File: config.mk
export PLATFORM = sky130hd
export DESIGN_NAME = urlencoded_pair_parser
export DESIGN_NICKNAME = d
export VERILOG_FILES = /design/src/upp_pkg.sv /design/src/upp_core.sv /design/src/urlencoded_pair_parser.sv
export SDC_FILE = /design/constraint.sdc
export NUM_CORES = 1
export LEC_CHECK = 0
export BUFFER_PORTS_ARGS = -buffer_cell sky130_fd_sc_hd__buf_4
export CORE_MARGIN = 4
export CORE_UTILIZATION = 57
export DETAILED_ROUTE_END_ITERATION = 12
export PLACE_DENSITY_LB_ADDON = 0.1
export SYNTH_ARGS = -nofsm -noshare
export SYNTH_HDL_FRONTEND = slang
export SYNTH_SLANG_ARGS = --single-unit
File: constraint.sdc
create_clock -name clock -period 4.7 [get_ports clock]
set_clock_uncertainty 0.05 [all_clocks]
set_input_delay 0.94 -clock clock [delete_from_list [all_inputs] [get_ports clock]]
set_output_delay 0.94 -clock clock [all_outputs]
set_load 0.05 [all_outputs]
File: src/upp_pkg.sv
package upp_pkg;

   // character codes
   localparam logic [7:0] CHAR_PERCENT   = 8'h25;
   localparam logic [7:0] CHAR_PLUS      = 8'h2b;
   localparam logic [7:0] CHAR_AMP       = 8'h26;
   localparam logic [7:0] CHAR_SEMICOLON = 8'h3b;
   localparam logic [7:0] CHAR_EQUALS    = 8'h3d;
   localparam logic [7:0] CHAR_SPACE     = 8'h20;

   // status codes
   localparam logic [1:0] STATUS_PARSING = 2'd0;
   localparam logic [1:0] STATUS_DONE    = 2'd1;
   localparam logic [1:0] STATUS_ERROR   = 2'd2;

   // percent escape tracking
   typedef enum logic [2:0] {
      ESC_IDLE    = 3'b001,
      ESC_WAIT_HI = 3'b010,
      ESC_WAIT_LO = 3'b100
   } esc_type;

   typedef struct packed {
      logic       in_value_part;
      esc_type    esc;
      logic [3:0] high_nibble;
      logic       seen_text;
      logic       failed;
   } parse_state_type;

   localparam parse_state_type PARSE_STATE_RESET = '{
      in_value_part: 1'b0,
      esc:           ESC_IDLE,
      high_nibble:   4'd0,
      seen_text:     1'b0,
      failed:        1'b0
   };

   typedef struct packed {
      logic       has_byte;
      logic [7:0] out_byte;
      logic       in_value;
      logic       name_done;
      logic       pair_done;
      logic [1:0] status;
   } result_type;

   typedef struct packed {
      logic       ok;
      logic [3:0] value;
   } hex_digit_type;

   // hex digit decode, either case
   function automatic hex_digit_type hex_decode(input logic [7:0] c);
      hex_digit_type d;
      d.ok    = 1'b0;
      d.value = 4'd0;
      if (c inside {[8'h30:8'h39]}) begin
         d.ok    = 1'b1;
         d.value = c[3:0];
      end else if (c inside {[8'h61:8'h66], [8'h41:8'h46]}) begin
         d.ok    = 1'b1;
         d.value = c[3:0] + 4'd9;
      end
      return d;
   endfunction

endpackage

File: src/upp_core.sv
module upp_core (
   input  logic                clock,
   input  logic                reset,
   input  logic                step,
   input  logic [7:0]          ch,
   input  logic                end_of_text,
   output upp_pkg::result_type result
);
   import upp_pkg::*;

   parse_state_type state_ff;
   parse_state_type state_in;
   hex_digit_type   digit;
   logic            err;

   assign digit = hex_decode(ch);

   always_comb begin
      state_in = state_ff;
      result   = '0;
      err      = 1'b0;
      if (end_of_text) begin
         if (state_ff.failed) begin
            result.status = STATUS_ERROR;
         end else if (!state_ff.seen_text) begin
            result.status = STATUS_DONE;
         end else if (state_ff.esc == ESC_WAIT_HI || state_ff.esc == ESC_WAIT_LO ||
                      !state_ff.in_value_part) begin
            result.status = STATUS_ERROR;
         end else begin
            result.pair_done = 1'b1;
            result.status    = STATUS_DONE;
         end
         state_in = PARSE_STATE_RESET;
      end else if (!state_ff.failed) begin
         state_in.seen_text = 1'b1;
         if (state_ff.esc == ESC_WAIT_HI || state_ff.esc == ESC_WAIT_LO) begin
            if (!digit.ok) begin
               err = 1'b1;
            end else if (state_ff.esc == ESC_WAIT_HI) begin
               state_in.high_nibble = digit.value;
               state_in.esc         = ESC_WAIT_LO;
            end else begin
               result.has_byte      = 1'b1;
               result.out_byte      = {state_ff.high_nibble, digit.value};
               result.in_value      = state_ff.in_value_part;
               state_in.esc         = ESC_IDLE;
               state_in.high_nibble = 4'd0;
            end
         end else begin
            state_in.esc = ESC_IDLE;
            case (ch)
               CHAR_AMP, CHAR_SEMICOLON: begin
                  if (!state_ff.in_value_part) begin
                     err = 1'b1;
                  end else begin
                     result.pair_done       = 1'b1;
                     state_in.in_value_part = 1'b0;
                  end
               end
               CHAR_EQUALS: begin
                  if (state_ff.in_value_part) begin
                     err = 1'b1;
                  end else begin
                     result.name_done       = 1'b1;
                     state_in.in_value_part = 1'b1;
                  end
               end
               CHAR_PERCENT: begin
                  state_in.esc = ESC_WAIT_HI;
               end
               default: begin
                  result.has_byte = 1'b1;
                  result.out_byte = (ch == CHAR_PLUS) ? CHAR_SPACE : ch;
                  result.in_value = state_ff.in_value_part;
               end
            endcase
         end
         if (err) begin
            state_in.failed = 1'b1;
            result          = '0;
            result.status   = STATUS_ERROR;
         end
      end
   end

   always_ff @(posedge clock) begin
      if (reset) begin
         state_ff <= PARSE_STATE_RESET;
      end else if (step) begin
         state_ff <= state_in;
      end
   end

endmodule

File: src/urlencoded_pair_parser.sv
// form-urlencoded pair parser
// req channel: one text character per word (req_ch), or an end marker word
// with req_end_of_text set, whose character is ignored
// rsp channel: exactly one result word per request word, in order; it holds
// a decoded name or value byte, the name-ended and pair-ended marks, and a
// status (parsing, finished, error)
// path: a request word is held in the input register, is parsed there and
// moves into the result register once that slot is free; rsp_valid then
// rises and the result can be taken
// throughput: one word per cycle while rsp_ready stays high; the parser state update is a single
// short decode between the input register and the result register
// reset: synchronous, active high; clears both register valids and returns
// the parser to the start of a new text
// stall: while rsp_ready is low the result register holds; the input
// register still takes one more word, after that req_ready drops
module urlencoded_pair_parser (
   input  logic       clock,
   input  logic       reset,
   input  logic       req_valid,
   output logic       req_ready,
   input  logic [7:0] req_ch,
   input  logic       req_end_of_text,
   output logic       rsp_valid,
   input  logic       rsp_ready,
   output logic       rsp_has_byte,
   output logic [7:0] rsp_out_byte,
   output logic       rsp_in_value,
   output logic       rsp_name_done,
   output logic       rsp_pair_done,
   output logic [1:0] rsp_status
);
   import upp_pkg::*;

   // input register
   logic       in_valid_ff;
   logic [7:0] in_ch_ff;
   logic       in_eot_ff;

   // result register
   logic       out_valid_ff;
   result_type out_ff;
   result_type out_in;

   logic advance;

   // move the held word into the result register when that slot frees up
   assign advance   = in_valid_ff && (!out_valid_ff || rsp_ready);
   assign req_ready = !in_valid_ff || advance;

   // parser state lives in the core and steps only when a word moves on
   upp_core core (
      .clock       (clock),
      .reset       (reset),
      .step        (advance),
      .ch          (in_ch_ff),
      .end_of_text (in_eot_ff),
      .result      (out_in)
   );

   always_ff @(posedge clock) begin
      if (reset) begin
         in_valid_ff <= 1'b0;
      end else if (req_ready) begin
         in_valid_ff <= req_valid;
      end
   end

   // payload, no reset needed
   always_ff @(posedge clock) begin
      if (req_valid && req_ready) begin
         in_ch_ff  <= req_ch;
         in_eot_ff <= req_end_of_text;
      end
   end

   always_ff @(posedge clock) begin
      if (reset) begin
         out_valid_ff <= 1'b0;
      end else if (advance) begin
         out_valid_ff <= 1'b1;
      end else if (rsp_ready) begin
         out_valid_ff <= 1'b0;
      end
   end

   always_ff @(posedge clock) begin
      if (advance) begin
         out_ff <= out_in;
      end
   end

   assign rsp_valid     = out_valid_ff;
   assign rsp_has_byte  = out_ff.has_byte;
   assign rsp_out_byte  = out_ff.out_byte;
   assign rsp_in_value  = out_ff.in_value;
   assign rsp_name_done = out_ff.name_done;
   assign rsp_pair_done = out_ff.pair_done;
   assign rsp_status    = out_ff.status;

endmodule

==> results.yml <==
yosys:
  avgSynthCellArea_um2: 10.6
  yosysSeqAreaShare_pct: 50.0
  ys_types: 54
  synth_edf_count: 23
  synth_top_area_share_pct: 37.1
  synth-main-ff-cell: "edfxtp_1"
  synth_seq_cells: 35
  yosysMostFrequentCell: "edfxtp_1"
  async_flop_share_pct: 0
  synth_top_cell_by_area: "edfxtp_1"
  synth_commonest_cells: "edfxtp_1, nor2_1, dfxtp_1"
  yosys_warnings: 0
  syn-cell-area_um2: 1860
  synth_area_leaders: "edfxtp_1, dfxtp_1, nor2_1"
  syn_nets: 192
  syn-instance-count: 175
final_layout:
  num_antenna_cells: 0
  area_delta_synth_final_pct: 14.8
  fillerInstances: 258
  stdcell_count: 246
  nets: 218
  drive_gt1_share_pct: 21.8
timing:
  min_period_over_period_pct: 54.3
  setup_viol: 0
  fin_tns_setup_ns: 0
  max_freq_ghz: 0.392
  rsz0062_at_grt: "no"
  tightestPinTransition_ns: 1.26
  period_minus_slack_ns: 2.55
  finalMaxSlewViolations: 0
  slew_headroom_pct: 16.1
  fin_hold_ws_ns: 0.432
  hold_viol: 0
  setup_ws_ns: 2.15
route:
  drtPass1Iterations: 4
  wire_per_inst_um: 15.4
  drc: 0
  wirelength_mm: 3.79
  vias: 1467
  drt-initial-drc-count: 93
  viasPerCell: 5.96
  ant_nets: 0
worst_setup_path:
  timing.critical_path.arrival_ns: 2.73
  start_kind: "flip-flop"
  crit_buf_inv: 1
  slowest_delay_ns: 0.49
  crit_path_top_delay_cell: "edfxtp_1"
  path_cells: "inv_1 -> ha_1 -> nor2b_1 -> a211oi_1 -> o21ai_2 -> o31ai_2 -> mux2_1"
  critPathCaptureType: "flip-flop"
  r2r_slack_ns: 2.15
  critPathTopFamily: "compound AO/OA/AOI/OAI gates"
  cp_max_fo: 18
  critPathKind: "reg -> reg"
  cp.required_ns: 4.88
floorplanning:
  dieHeight_um: 65.1
  placementRows: 20
  die_w_um: 65.1
  dieArea_um2: 4240
  core_area_um2: 3080
  start_util_pct: 60.4
  ioPinCount: 29
clock_tree:
  worstSkewPairLatency_ns: 0.34
  postCtsHoldBufs: 0
  numCtsBuffers: 5
  cts-root-buf: "clkbuf_4"
  post-cts-setup-buffers: 0
  clk_pin_slew_ns: 0.10
  htreeDepth: 2
  clock-sinks: 35
  cts.path.max_buffers: 2
  cts_resized: 0
  cts_tree: "done"
outcome:
  outcome: "finished, final reports clean"
global_routing:
  grt_max_degree: 19
  grt-ovfl-total: 0
  grt_pass1_vias: 1394
  antenna_found_initial: 0
  grtUsageTotal_pct: 20.2
  grt_pass1_wl_mm: 6.41
power:
  vdd_drop_max_uv: 199
  leakagePower_nw: 0.762
  power_density_nw_per_um2: 275
placement:
  gp_congestion: 0.837
  port_buffers: 28
  place_ws_ns: 2.16
  dp_cells: 238
  hpwl_mm: 2.81
hold_path:
  hp-class: "reg -> reg"
job:
  maxCapViolCount: 0
-- placed cells by master (no fill, tap or decap), types with 2 or more instances in the layout --
cell type   n
nor2b_1     3
buf_4      28
o211ai_1    3
a32oi_1     6
o21ai_1     2
nor3b_1     3
or3b_1      2
a211oi_1    3
or4_1       2
and2_1      4
inv_1       4
nand4b_1    3
clkbuf_4    5
a31oi_1     2
dfxtp_1    12
ha_1        4
nand2_1    11
nand2b_1    5
mux2i_1     6
nand4_1     4
o41ai_1     2
nor2_2      2
nor2_1     18
clkinv_1    2
edfxtp_1   23
a21oi_1    10
nand3_1     5
mux2_1      2
-- cell families after synthesis --
group | after synthesis | synth area share, %
DFF | 35 | 50.0
adders and majority gates | 4 | 2.69
AOI/OAI and AO/OA | 40 | 16.2
buffers and inverters | 14 | 3.09
and+or+nand+nor | 71 | 21.7
xor gates and xnor gates | 3 | 1.82
muxes | 8 | 4.44
-- worst paths after layout --
check,startpoint,cells past startpoint,end
min,core.state_ff[4],2,core.state_ff[4]
max reg2reg,in_ch_ff[0],7,core.state_ff[8]
max,in_ch_ff[0],7,core.state_ff[8]
min reg2reg,core.state_ff[4],2,core.state_ff[4]
-- report_power, final --
group	switching (W)	internal (W)
sequential	0.0000121	0.000341
combinational	0.0000530	0.0000309
clock	0.0000944	0.0000553
total	0.000160	0.000428
-- metrics by stage --
step	cell area [um^2]	total power, W	utilization [%]
after floorplan	1860	0.000417	-
after global placement	2090	0.000441	67.8
after detailed placement	2090	0.000444	67.8
after CTS	2140	0.000595	69.4
after global routing	2140	0.000616	69.4
final	2140	0.000587	69.4
-- worst reg2reg max path: stages, from the launching register on --
cell and delay (ns):
edfxtp_1 0.49, inv_1 0.15, ha_1 0.26, nor2b_1 0.14, a211oi_1 0.28, o21ai_2 0.28
o31ai_2 0.41, mux2_1 0.37
-- layout make-up --
class / instances / area, um^2 / area share (%)
tap: 44 / 55.1 / 2.58
timing repair buffer: 28 / 210 / 9.84
inverter: 5 / 18.8 / 0.879
clock buffer: 6 / 41.3 / 1.93
multi-input combinational: 126 / 872 / 40.8
clock inverter: 2 / 7.51 / 0.351
sequential: 35 / 931 / 43.6
-- routing by layer --
layer	routed length [um]	GRT usage, %	vias up
li1	-	-	714
met1	1590	24.9	675
met2	1800	32.7	71
met3	314	6.32	7
met4	83	8.81	0
met5	0	0	-
-- sequential cells by signal, indices dropped and copies added, names as in the netlist --
signal         flops
rsp_name_done      1
in_ch_ff           8
in_valid_ff        1
core.state_ff     10
rsp_in_value       1
rsp_valid          1
rsp_out_byte       8
in_eot_ff          1
rsp_status         2
rsp_pair_done      1
rsp_has_byte       1
Note: power is estimated with default switching activity, not from simulation.
